`src/rtl/gvi_pkg.sv`:
```
// Package of the voxel intensity core: widths, fixed-point constants,
// pipeline depths, register codes and shared types. No dependencies.
`default_nettype none

package gvi_pkg;

  // Field widths
  localparam int TIME_W     = 16;
  localparam int T_W        = 20;
  localparam int GD_W       = 14;
  localparam int REL_W      = 12;
  localparam int INT_W      = 8;
  localparam int CFG_DATA_W = 16;
  localparam int CFG_IDX_W  = 2;

  // Datapath widths
  localparam int RATE_Q_W = 32;  // quotient of (time << 16) / T
  localparam int TERM_W   = 27;  // agent term added to an exponent
  localparam int X_W      = 33;  // Q16 exponent
  localparam int Q30_W    = 31;  // Q30 values up to and including one
  localparam int FRAC_W   = 30;

  // Pipeline depths
  localparam int RATE_STEPS  = 4;
  localparam int RATE_DEPTH  = RATE_Q_W / RATE_STEPS + 1;
  localparam int HORNER_K    = 12;
  localparam int EXP_DEPTH   = 3 + 2 * HORNER_K + 1;
  localparam int SIG_DEPTH   = 12;
  localparam int PIPE_DEPTH  = RATE_DEPTH + EXP_DEPTH + SIG_DEPTH;
  localparam int EXP_BASE    = RATE_DEPTH;
  localparam int SIG_BASE    = RATE_DEPTH + EXP_DEPTH;
  localparam int CNT_W       = $clog2(PIPE_DEPTH + 1);

  // Fixed-point constants
  localparam logic [Q30_W-1:0] ONE_Q30   = 31'h4000_0000;
  localparam logic [29:0]      LN2_Q30   = 30'd744261118;
  localparam logic [28:0]      SIN20_Q30 = 29'd367241333;
  localparam logic [29:0]      COS20_Q30 = 30'd1008987269;
  localparam logic [X_W-1:0]   X_LIMIT   = 33'h0_0040_0000;   // 64.0 in Q16
  localparam logic [14:0]      LN2_RECIP = 15'((64'd1 << 44) / 64'd744261118);
  localparam logic [28:0]      RECIP_125 = 29'((64'd1 << 35) / 64'd125);
  localparam logic [29:0]      RECIP_25  = 30'((64'd1 << 34) / 64'd25);

  // ceil(2^34 / k): exact quotient for 30-bit dividends
  localparam logic [34:0] RECIP_K [1:12] = '{
    35'(((64'd1 << 34) + 64'd0) / 64'd1),
    35'(((64'd1 << 34) + 64'd1) / 64'd2),
    35'(((64'd1 << 34) + 64'd2) / 64'd3),
    35'(((64'd1 << 34) + 64'd3) / 64'd4),
    35'(((64'd1 << 34) + 64'd4) / 64'd5),
    35'(((64'd1 << 34) + 64'd5) / 64'd6),
    35'(((64'd1 << 34) + 64'd6) / 64'd7),
    35'(((64'd1 << 34) + 64'd7) / 64'd8),
    35'(((64'd1 << 34) + 64'd8) / 64'd9),
    35'(((64'd1 << 34) + 64'd9) / 64'd10),
    35'(((64'd1 << 34) + 64'd10) / 64'd11),
    35'(((64'd1 << 34) + 64'd11) / 64'd12)
  };

  // Register codes
  typedef enum logic [CFG_IDX_W-1:0] {
    REG_TR  = 2'd0,
    REG_TE  = 2'd1,
    REG_GD  = 2'd2,
    REG_REL = 2'd3
  } cfg_reg_t;

  // Configuration view handed to the datapath
  typedef struct packed {
    logic [TIME_W-1:0] tr;
    logic [TIME_W-1:0] te;
    logic [TERM_W-1:0] term1;
    logic [TERM_W-1:0] term2;
  } cfg_view_t;

endpackage

`default_nettype wire

```
`src/rtl/gvi_rate.sv`:
```
// Rate pipeline: restoring divide of (time << 16) by T, four quotient bits
// per stage, then the agent term. Depends on gvi_pkg.
`default_nettype none

module gvi_rate import gvi_pkg::*; (
  input  logic                  clk,
  input  logic [RATE_DEPTH-1:0] ld,
  input  logic [TIME_W-1:0]     time_val,
  input  logic [T_W-1:0]        t_in,
  input  logic [TERM_W-1:0]     term,
  output logic [X_W-1:0]        x
);

  localparam int DIV_ST = RATE_DEPTH - 1;

  function automatic logic [T_W+RATE_Q_W-1:0] div_steps(
    input logic [T_W-1:0] rem, input logic [RATE_Q_W-1:0] acc,
    input logic [T_W-1:0] dv);
    logic [T_W-1:0]      r;
    logic [RATE_Q_W-1:0] a;
    logic [T_W:0]        sh;
    r = rem;
    a = acc;
    for (int s = 0; s < RATE_STEPS; s++) begin
      sh = {r, a[RATE_Q_W-1]};
      a  = {a[RATE_Q_W-2:0], 1'b0};
      if (sh >= {1'b0, dv}) begin
        sh   = sh - {1'b0, dv};
        a[0] = 1'b1;
      end
      r = sh[T_W-1:0];
    end
    return {r, a};
  endfunction

  logic [T_W-1:0]      rem_st  [DIV_ST];
  logic [RATE_Q_W-1:0] acc_st  [DIV_ST];
  logic [T_W-1:0]      dv_st   [DIV_ST];
  logic                zero_st [DIV_ST];

  always_ff @(posedge clk) begin
    if (ld[0]) begin
      {rem_st[0], acc_st[0]} <= div_steps('0, {time_val, 16'h0000}, t_in);
      dv_st[0]   <= t_in;
      zero_st[0] <= (t_in == '0);
    end
  end

  for (genvar i = 1; i < DIV_ST; i++) begin : g_div
    always_ff @(posedge clk) begin
      if (ld[i]) begin
        {rem_st[i], acc_st[i]} <= div_steps(rem_st[i-1], acc_st[i-1], dv_st[i-1]);
        dv_st[i]   <= dv_st[i-1];
        zero_st[i] <= zero_st[i-1];
      end
    end
  end

  // Saturate the exponent on a zero T.
  always_ff @(posedge clk) begin
    if (ld[DIV_ST]) begin
      x <= zero_st[DIV_ST-1] ? X_LIMIT
                             : X_W'({1'b0, acc_st[DIV_ST-1]}) + X_W'(term);
    end
  end

endmodule

`default_nettype wire

```
`config.mk`:
```
export PLATFORM = sky130hd
export DESIGN_NAME = gvi_rate
export DESIGN_NICKNAME = d
export VERILOG_FILES = /design/src/rtl/gvi_pkg.sv /design/src/rtl/gvi_rate.sv
export SDC_FILE = /design/constraint.sdc
export NUM_CORES = 2
export LEC_CHECK = 0
export BUFFER_PORTS_ARGS = -buffer_cell sky130_fd_sc_hd__clkbuf_2
export CAP_MARGIN = 20
export CORE_MARGIN = 2
export CORE_UTILIZATION = 45
export DETAILED_ROUTE_END_ITERATION = 16
export GPL_TIMING_DRIVEN = 0
export HOLD_SLACK_MARGIN = 0.15
export PLACE_DENSITY = 0.61
export RECOVER_POWER = 100
export SYNTH_ARGS = -nofsm -noshare
export SYNTH_HDL_FRONTEND = slang
export SYNTH_SLANG_ARGS = --single-unit
```
`constraint.sdc`:
```
create_clock -name clk -period 11.9 [get_ports clk]
set_input_delay 1.19 -clock clk [delete_from_list [all_inputs] [get_ports clk]]
set_output_delay 1.19 -clock clk [all_outputs]
set_load 0.02 [all_outputs]
```
==> impl_metrics.csv <==
group,metric,value,unit
status,outcome,"finished with violations",
status,violations,"capacitance limit, slew limit",
sta,min_period,11.49,ns
routing,wire_per_inst,21.0,um
global_route,grt_pass1_vias,42650,
clock_tree,clock_latency,0.68,ns
clock_tree,cts-buffers-inserted,59,
critical_path,reg2reg_setup_slack,0.41,ns
yosys,synth-main-ff-cell,"edfxtp_1",
sta,setup-violations-final,0,
critical_path,crit_fanout,10,
routing,firstDrtPassIters,6,
yosys,ys_seq_area_share,28.4,%
routing,ant_nets,0,
clock_tree,clockBufferDepth,3,
critical_path,critPathKind,"reg -> reg",
critical_path,crit_slowest_cell,"or3_4",
global_route,grt_pass1_wl,242000,um
yosys,syn_area,51700,um2
routing,viasPerCell,5.98,
hold_path,whs_endpoint,"acc_st[133]",
global_route,top_usage_layer,"met2",
yosys,synthCells,5790,
yosys,synthArstFlopShare,0,%
critical_path,cp.required,12.31,ns
yosys,synth_cell_types,104,
global_route,grt_use_met2,42.0,%
critical_path,crit_path_max_incr_delay,0.45,ns
cells_and_area,areaGrowthSynthToFinish,10.7,%
global_route,grt_start_max_net_pins,61,
critical_path,timing.rr.end,"rem_st[37]",
sta,fin_worst_skew,0.0213,ns
critical_path,worstSetupEndpointType,"flip-flop",
clock_tree,h-tree-depth,2,
cells_and_area,fill_cells,10936,
cells_and_area,layout-drive-gt1-share,11.7,%
job,maxCapViolCount,9,
sta,fin_crit_sh,96.6,%
yosys,synth-edff-count,489,
critical_path,crit_arrival,11.90,ns
place,dp_hpwl,128000,um
floorplan,die-height,343,um
floorplan,dieWidth,343,um
sta,slew_headroom,-138,%
clock_tree,cts_tree,"built",
routing,drc,0,
critical_path,worst_r2r_startpoint,"dv_st[5][5]",
yosys,yosys_warnings,0,
global_route,grt-ovfl-total,0,
floorplan,coreArea,114000,um2
clock_tree,clk_pin_slew_worst_paths,0.06,ns
place,gp_congestion,1.01,
floorplan,ioPinCount,106,
global_route,grt.total_usage,26.2,%
clock_tree,holdBufCountCts,0,
floorplan,die_area,118000,um2
clock_tree,clkSinkCount,489,
place,place_area,54300,um2
yosys,avgSynthCellArea,8.93,um2
sta,hold_viol,0,
cells_and_area,instances_no_fill,7574,
yosys,synth_seq_cells,489,
hold_path,hold_start,"acc_st[161]",
critical_path,rr_worst_depth,48,
hold_path,holdPathStages,0,
sta,holdWs,0.412,ns
floorplan,start_util,45.3,%
global_route,grt_use_met3,4.13,%
global_route,grt_use_met1,36.6,%
sta,worst_slew_pin_slew,3.58,ns
critical_path,cp-start-kind,"flip-flop",
cells_and_area,fin_area,57200,um2
sta,finalMaxSlewViolations,463,
clock_tree,root_buffer,"clkbuf_16",
routing,num_vias,45269,
floorplan,row_count,124,
sta,fmax,87.0,MHz
yosys,synth_nets,6520,
routing,drtIter0Drc,3942,
routing,routed_wl,159000,um
global_route,grt_antenna_before_repair,11,
cells_and_area,fin_nets,6739,
hold_path,hp-class,"reg -> reg",
place,numPlacedInstances,7412,
place,portBuffers,105,
==> cell usage after synthesis, drive strengths merged, types with 105 or more instances <==
cell	instances	area, um2
a21o	190	1430
a21oi	520	2620
mux2	234	2640
inv	402	1510
nor2	436	1640
o21ai	376	1880
ha	637	7970
nand2	422	1600
nor3	105	531
nand3	127	646
xor2	158	1380
xnor2	325	2850
edfxtp	489	14700
==> stage by stage <==
stage	setup slack, ns	util (%)	setup TNS [ns]
after global placement	-2.38	47.4	-163.39
after CTS	0.0106	49.7	0
after detailed placement	-2.47	47.5	-171.67
final	0.409	50.1	0
after global routing	-0.0369	50.1	-0.416
after floorplan	1.27	-	0
==> worst max-delay path, delay by kind of cell (launching register included) <==
family / cells / cell delay [ns]
simple gates: 12 / 2.78
mux: 2 / 0.67
compound gates: 19 / 3.77
fa+ha+maj: 4 / 1.44
buf+inv: 11 / 2.13
flops: 1 / 0.39
==> worst max-delay path by stage <==
stage,startpoint,end,slack (ns),depth (start not counted)
after floorplan,dv_st[5][1],rem_st[33],1.27,47
after global routing,t_in[0],rem_st[157],-0.04,45
after global placement,dv_st[5][1],rem_st[34],-2.38,45
after CTS,dv_st[2][1],rem_st[95],0.01,48
after detailed placement,dv_st[5][16],rem_st[37],-2.47,45
final,dv_st[5][5],rem_st[37],0.41,48
==> sequential cells by signal, summed over array words and instances, names as in the netlist <==
| signal | cells |
|---|---|
| acc_st | 168 |
| dv_st | 140 |
| zero_st | 8 |
| x | 33 |
| rem_st | 140 |
==> final cells by class <==
cell class                 count  area, um2  area share [%]
sequential                   489      14700            25.7
multi-input combinational   4794      35600            62.3
timing repair buffer         163        865            1.51
clock buffer                  62       1490            2.60
buffer                        98        573            1.00
clock inverter                49        524           0.917
inverter                     404       1550            2.70
tap                         1512       1890            3.31
antenna                        3       7.51          0.0131
==> layer usage <==
metal	wire, um	part of all wire (%)
met1	72900	46
met2	70400	44
met4	4600	2.9
met5	59	0.037
met3	11200	7.1
==> layout by cell type, fill, tap and decap left out, types with 59 or more instances in the layout <==
cell type / netlist / final
nor2b_1: 71 / 70
nand2_1: 420 / 418
clkbuf_1: 51 / 94
o21bai_1: 70 / 70
xor2_1: 158 / 158
o21ai_0: 370 / 358
a21o_1: 190 / 189
mux2_2: 232 / 232
nand2b_1: 90 / 90
xnor2_1: 325 / 325
o21a_1: 98 / 97
nand4_1: 83 / 83
inv_1: 390 / 370
nand3_1: 125 / 123
a21oi_1: 516 / 493
edfxtp_1: 489 / 489
nor3_1: 104 / 102
ha_1: 637 / 632
clkbuf_2: 1 / 64
clkbuf_16: 0 / 59
nor2_1: 434 / 431
mux2i_1: 64 / 59
==> logic make-up (layout without fill, tap and decap cells) <==
logic type	Yosys count	in the layout	synth area share (%)
other	0	3	0
muxes	298	298	6.35
DFF	489	489	28.4
adders and majority gates	657	657	16.2
and+or+nand+nor	1605	1605	15.1
AOI/OAI and AO/OA	1751	1751	21.9
xor gates and xnor gates	483	483	8.18
buffers and inverters	507	776	3.83
==> what timing repair did <==
action | 4_1_cts | 5_1_grt
setup buffers | 15 | 37
resized for setup | 106 | 140
pin swaps | 6 | 21
endpoints found under the setup margin | 148 | 148
endpoints found under the hold margin | 0 | 0
Power is left out: the tool's default activity adds up to more than one toggle a clock period on the data nets, which glitch-free logic cannot reach.
