`src/rtl/gvi_pkg.sv`:
```
// Package of the voxel intensity core: widths, fixed-point constants,
// pipeline depths, register codes and shared types. No dependencies.
`default_nettype none

package gvi_pkg;

  // Field widths
  localparam int TIME_W     = 16;
  localparam int T_W        = 20;
  localparam int GD_W       = 14;
  localparam int REL_W      = 12;
  localparam int INT_W      = 8;
  localparam int CFG_DATA_W = 16;
  localparam int CFG_IDX_W  = 2;

  // Datapath widths
  localparam int RATE_Q_W = 32;  // quotient of (time << 16) / T
  localparam int TERM_W   = 27;  // agent term added to an exponent
  localparam int X_W      = 33;  // Q16 exponent
  localparam int Q30_W    = 31;  // Q30 values up to and including one
  localparam int FRAC_W   = 30;

  // Pipeline depths
  localparam int RATE_STEPS  = 4;
  localparam int RATE_DEPTH  = RATE_Q_W / RATE_STEPS + 1;
  localparam int HORNER_K    = 12;
  localparam int EXP_DEPTH   = 3 + 2 * HORNER_K + 1;
  localparam int SIG_DEPTH   = 12;
  localparam int PIPE_DEPTH  = RATE_DEPTH + EXP_DEPTH + SIG_DEPTH;
  localparam int EXP_BASE    = RATE_DEPTH;
  localparam int SIG_BASE    = RATE_DEPTH + EXP_DEPTH;
  localparam int CNT_W       = $clog2(PIPE_DEPTH + 1);

  // Fixed-point constants
  localparam logic [Q30_W-1:0] ONE_Q30   = 31'h4000_0000;
  localparam logic [29:0]      LN2_Q30   = 30'd744261118;
  localparam logic [28:0]      SIN20_Q30 = 29'd367241333;
  localparam logic [29:0]      COS20_Q30 = 30'd1008987269;
  localparam logic [X_W-1:0]   X_LIMIT   = 33'h0_0040_0000;   // 64.0 in Q16
  localparam logic [14:0]      LN2_RECIP = 15'((64'd1 << 44) / 64'd744261118);
  localparam logic [28:0]      RECIP_125 = 29'((64'd1 << 35) / 64'd125);
  localparam logic [29:0]      RECIP_25  = 30'((64'd1 << 34) / 64'd25);

  // ceil(2^34 / k): exact quotient for 30-bit dividends
  localparam logic [34:0] RECIP_K [1:12] = '{
    35'(((64'd1 << 34) + 64'd0) / 64'd1),
    35'(((64'd1 << 34) + 64'd1) / 64'd2),
    35'(((64'd1 << 34) + 64'd2) / 64'd3),
    35'(((64'd1 << 34) + 64'd3) / 64'd4),
    35'(((64'd1 << 34) + 64'd4) / 64'd5),
    35'(((64'd1 << 34) + 64'd5) / 64'd6),
    35'(((64'd1 << 34) + 64'd6) / 64'd7),
    35'(((64'd1 << 34) + 64'd7) / 64'd8),
    35'(((64'd1 << 34) + 64'd8) / 64'd9),
    35'(((64'd1 << 34) + 64'd9) / 64'd10),
    35'(((64'd1 << 34) + 64'd10) / 64'd11),
    35'(((64'd1 << 34) + 64'd11) / 64'd12)
  };

  // Register codes
  typedef enum logic [CFG_IDX_W-1:0] {
    REG_TR  = 2'd0,
    REG_TE  = 2'd1,
    REG_GD  = 2'd2,
    REG_REL = 2'd3
  } cfg_reg_t;

  // Configuration view handed to the datapath
  typedef struct packed {
    logic [TIME_W-1:0] tr;
    logic [TIME_W-1:0] te;
    logic [TERM_W-1:0] term1;
    logic [TERM_W-1:0] term2;
  } cfg_view_t;

endpackage

`default_nettype wire

```
`src/rtl/gvi_cfg.sv`:
```
// Configuration registers and the agent terms derived from them.
// Depends on gvi_pkg.
`default_nettype none

module gvi_cfg import gvi_pkg::*; (
  input  logic                  clk,
  input  logic                  rst,
  input  logic                  cfg_wr_en,
  input  logic [CFG_IDX_W-1:0]  cfg_index,
  input  logic [CFG_DATA_W-1:0] cfg_data,
  output cfg_view_t             view
);

  logic [TIME_W-1:0] tr;
  logic [TIME_W-1:0] te;
  logic [GD_W-1:0]   gd;
  logic [REL_W-1:0]  rel;

  always_ff @(posedge clk) begin
    if (rst) begin
      tr  <= 16'd80;
      te  <= 16'd32;
      gd  <= '0;
      rel <= 12'd1152;
    end else if (cfg_wr_en) begin
      unique case (cfg_reg_t'(cfg_index))
        REG_TR:  tr  <= cfg_data;
        REG_TE:  te  <= cfg_data;
        REG_GD:  gd  <= cfg_data[GD_W-1:0];
        REG_REL: rel <= cfg_data[REL_W-1:0];
      endcase
    end
  end

  // T1 term: floor(TR*rel*Gd / 64000) = floor(floor(p / 512) / 125)
  logic [27:0] p1;
  logic [41:0] p2;
  logic [32:0] a1;
  logic [61:0] m1;
  logic [TERM_W-1:0] term1;
  logic [26:0] q1;
  logic [33:0] r1;

  // T2 term: floor(TE*Gd / 50) = floor(floor(p / 2) / 25)
  logic [29:0] p3;
  logic [28:0] a2;
  logic [58:0] m2;
  logic [TERM_W-1:0] term2;
  logic [24:0] q2;
  logic [29:0] r2;

  always_comb begin
    q1 = m1[61:35];
    r1 = {1'b0, a1} - 34'(q1 * 34'd125);
    q2 = m2[58:34];
    r2 = {1'b0, a2} - 30'(q2 * 30'd25);
  end

  always_ff @(posedge clk) begin
    p1    <= 28'(tr * rel);
    p2    <= 42'(p1 * gd);
    a1    <= p2[41:9];
    m1    <= 62'(p2[41:9] * RECIP_125);
    term1 <= (r1 >= 34'd125) ? TERM_W'(q1 + 27'd1) : TERM_W'(q1);
    p3    <= 30'(te * gd);
    a2    <= p3[29:1];
    m2    <= 59'(p3[29:1] * RECIP_25);
    term2 <= (r2 >= 30'd25) ? TERM_W'(q2 + 25'd1) : TERM_W'(q2);
  end

  assign view = '{tr: tr, te: te, term1: term1, term2: term2};

endmodule

`default_nettype wire

```
`config.mk`:
```
export PLATFORM = sky130hd
export DESIGN_NAME = gvi_cfg
export DESIGN_NICKNAME = d
export VERILOG_FILES = /design/src/rtl/gvi_pkg.sv /design/src/rtl/gvi_cfg.sv
export SDC_FILE = /design/constraint.sdc
export NUM_CORES = 2
export LEC_CHECK = 0
export BUFFER_PORTS_ARGS = -buffer_cell sky130_fd_sc_hd__buf_4
export CELL_PAD_IN_SITES_DETAIL_PLACEMENT = 1
export CELL_PAD_IN_SITES_GLOBAL_PLACEMENT = 2
export CORE_MARGIN = 2
export CORE_UTILIZATION = 39
export CTS_CLUSTER_DIAMETER = 50
export DETAILED_ROUTE_END_ITERATION = 8
export GPL_ROUTABILITY_DRIVEN = 1
export HOLD_SLACK_MARGIN = 0.12
export PLACE_DENSITY = 0.78
export SLEW_MARGIN = 0
export SYNTH_ARGS = -nofsm -noshare
export SYNTH_HDL_FRONTEND = slang
export SYNTH_SLANG_ARGS = --single-unit
```
`constraint.sdc`:
```
create_clock -name clk -period 7.2 [get_ports clk]
set_clock_uncertainty 0.05 [all_clocks]
set_input_delay 0 -clock clk [delete_from_list [all_inputs] [get_ports clk]]
set_output_delay 0 -clock clk [all_outputs]
set_load 0.05 [all_outputs]
```
==> flow_metrics.env <==
export IMPL_status="finished with violations"
export IMPL_violations="setup timing"
export IMPL_synth_seq_cells=315
export IMPL_cts_tree="done"
export IMPL_nets=10400
export IMPL_yosysMostFrequentCell="inv_1"
export IMPL_hold_end="tr[14]"
export IMPL_drive_above_1_share=0.117
export IMPL_p_sw_mw=20.3
export IMPL_slowest_delay_ns=0.56
export IMPL_start_util=0.393
export IMPL_maxSlewViolCount=0
export IMPL_critPathRequiredTime_ns=7.78
export IMPL_path_clk_slew_ns=0.06
export IMPL_worstSetupPathType="reg2reg"
export IMPL_timing_rr_end="m2[57]"
export IMPL_peakVddDrop_mv=1.06
export IMPL_clock_fmax_mhz=134
export IMPL_cts_buffers=58
export IMPL_drv_cap=0
export IMPL_die_y_um=425
export IMPL_grt_pass1_wl_mm=320
export IMPL_critPathMaxFanout=5
export IMPL_grt_pass1_vias=58000
export IMPL_hpwl_mm=171
export IMPL_nFillCells=20200
export IMPL_gp_congestion=0.892
export IMPL_drc=0
export IMPL_ys_flop_type="dfxtp_1"
export IMPL_synth_edf_count=0
export IMPL_viasPerCell=4.84
export IMPL_ff2ff_path_depth=28
export IMPL_yosys_warnings=0
export IMPL_seqPwrFrac=0.062
export IMPL_r2r_slack_ns=-0.26
export IMPL_synth_common_cells="inv_1 (1993), fa_1 (1363), ha_1 (1189)"
export IMPL_whs_path_depth=3
export IMPL_clkPwrFrac=0.075
export IMPL_avgSynthCellArea_um2=9.50
export IMPL_port_buffer_count=105
export IMPL_grt_overflow=0
export IMPL_antenna_left=0
export IMPL_worst_ep_arrival_time_ns=8.04
export IMPL_clock_sinks=315
export IMPL_syn_to_final_growth_pct=15.2
export IMPL_min_from="rst"
export IMPL_post_route_period_util=1.04
export IMPL_netlist_area_mm2=0.0693
export IMPL_power_density_mw_per_mm2=485
export IMPL_synth_area_leaders="fa_1 (39%), ha_1 (21%), inv_1 (11%)"
export IMPL_diodes=0
export IMPL_critPathCaptureType="flip-flop"
export IMPL_vias=49600
export IMPL_start_kind="flip-flop"
export IMPL_synth_top_area_cell="fa_1"
export IMPL_rsz0062_at_grt="true"
export IMPL_max_slew_margin=0.378
export IMPL_drt_pass1_iter_count=5
export IMPL_die_area_mm2=0.181
export IMPL_clockRootBuffer="clkbuf_16"
export IMPL_critPathTopFamily="adder cells"
export IMPL_ioPinCount=107
export IMPL_worstPathBufferInverterCount=7
export IMPL_ys_async_sr_fraction=0
export IMPL_tightest_slew_ns=0.929
export IMPL_syn_inst=7288
export IMPL_layout_setup_ws_ns=-0.255
export IMPL_synthesis_nets=9861
export IMPL_wire_per_inst_um=19.4
export IMPL_p_comb_frac=0.863
export IMPL_fin_crit_ns=7.46
export IMPL_synth_seq_area_share=0.0911
export IMPL_chipWidth_um=425
export IMPL_grtUsageTotal=0.226
export IMPL_drt_iter0_drc=1786
export IMPL_synth_top_area_share=0.394
export IMPL_antenna_found_initial=4
export IMPL_htreeDepth=2
export IMPL_worst_path_most_repeated_cell="fa_1"
export IMPL_r2r_start="p3[3]"
export IMPL_drt_wl_total_mm=198
export IMPL_tns_ns=-1.14
export IMPL_p_sw_frac=0.523
export IMPL_leakage_nw=42.7
export IMPL_clock_latency_ns=0.72
export IMPL_synth_distinct_cells=80
export IMPL_grt_max_degree=59
export IMPL_hold_viol_final=0
export IMPL_setup_violations=7
export IMPL_row_count=154
export IMPL_preCtsSetupSlack_ns=-0.642
export IMPL_cts_max_path_buffers=3
export IMPL_internal_power_mw=18.5
export IMPL_cpMaxStageDelayCell="fa_1"
export IMPL_total_power_mw=38.7
export IMPL_crit_start="p3[3]"
export IMPL_holdCritPathClass="in2reg"
export IMPL_core_area_mm2=0.176
routing by layer:
layer | wire length (µm) | track usage | vias up
li1 | - | - | 23200
met1 | 90200 | 0.300 | 25500
met2 | 96800 | 0.391 | 697
met3 | 6950 | 0.0289 | 235
met4 | 4520 | 0.0507 | 2
met5 | 13 | 0 | -
power by group through the flow:
stage	combinational [mW]	clock (mW)	sequential, mW
finish	33.4	2.89	2.40
global route	37.9	3.04	2.43
CTS	32.9	2.98	2.40
detailed placement	32.3	0	2.43
global placement	31.4	0	2.42
floorplan	21.8	0	2.57
state kept, by name (all words and copies together), names as in the netlist:
signal  flops
p3         29
te         16
p1         28
term2      26
m2         26
p2         33
rel        12
gd         14
a1         33
tr         16
term1      27
m1         27
a2         28
tightest hold or removal path, stage by stage:
cell and delay [ns]:
dlygate4sd3_1 0.53, buf_4 0.31, a21oi_1 0.17
area by class of cell:
type	count	area (µm²)	area share
inverters	1993	7500	0.0939
flip-flops and latches	315	6380	0.0800
clock inverters	40	488	0.00612
multi-input cells	4797	55500	0.696
repair buffers	677	5410	0.0678
clock buffers	70	1570	0.0196
well taps	2340	2930	0.0367
cells in the final DEF, fill, tap and decap left out, types with 39 or more instances in the layout:
cell type | synthesis | routed
inv_1 | 1993 | 1979
fa_1 | 1363 | 1346
ha_1 | 1189 | 1159
nand2_1 | 716 | 715
buf_4 | 1 | 592
and2_1 | 315 | 314
dfxtp_1 | 315 | 271
a21oi_1 | 204 | 187
xnor2_1 | 139 | 138
nor2_1 | 127 | 124
o21ai_0 | 90 | 83
a21o_1 | 73 | 73
xor2_1 | 62 | 62
dlygate4sd3_1 | 0 | 61
clkbuf_16 | 0 | 59
nand3_1 | 46 | 44
nor3_1 | 42 | 39
worst max-delay path by stage:
stage	end	slack [ns]	cells past startpoint
global route	m2[58]	-0.53	29
global placement	m1[54]	-0.56	25
finish	m2[57]	-0.26	28
CTS	m2[57]	-0.23	27
detailed placement	m1[53]	-0.64	26
floorplan	m2[57]	0.02	27
cells by family (layout without fill, tap and decap cells):
group | after synthesis | in the layout | synth area share
DFF | 315 | 315 | 0.0911
xor gates and xnor gates | 201 | 201 | 0.0254
adders and majority gates | 2552 | 2552 | 0.609
and+or+nand+nor | 1446 | 1446 | 0.100
muxes | 16 | 16 | 0.00246
other | 1 | 1 | 0.0000542
buffers and inverters | 2176 | 2780 | 0.118
AOI/OAI and AO/OA | 581 | 581 | 0.0539
through the flow:
stage                      util  area [µm²]  hold slack (ns)  std cells
after floorplan               -       69300           0.0710       7288
after global placement    0.431       76000            0.221      10000
after detailed placement  0.431       76000            0.229      10000
after CTS                 0.448       78900            0.229      10200
final                     0.453       79800            0.288      10200
after global routing      0.453       79800            0.311      10200
timing repair:
item                                    in CTS  in global routing
hold endpoints to repair                    58                  0
resized for setup                           69                142
hold buffers                                61                  0
endpoints found under the setup margin      56                 65
cloned                                       0                  1
buffers inserted                             9                 28
pin swaps                                   37                 61
(Power assumes the default switching activity.)
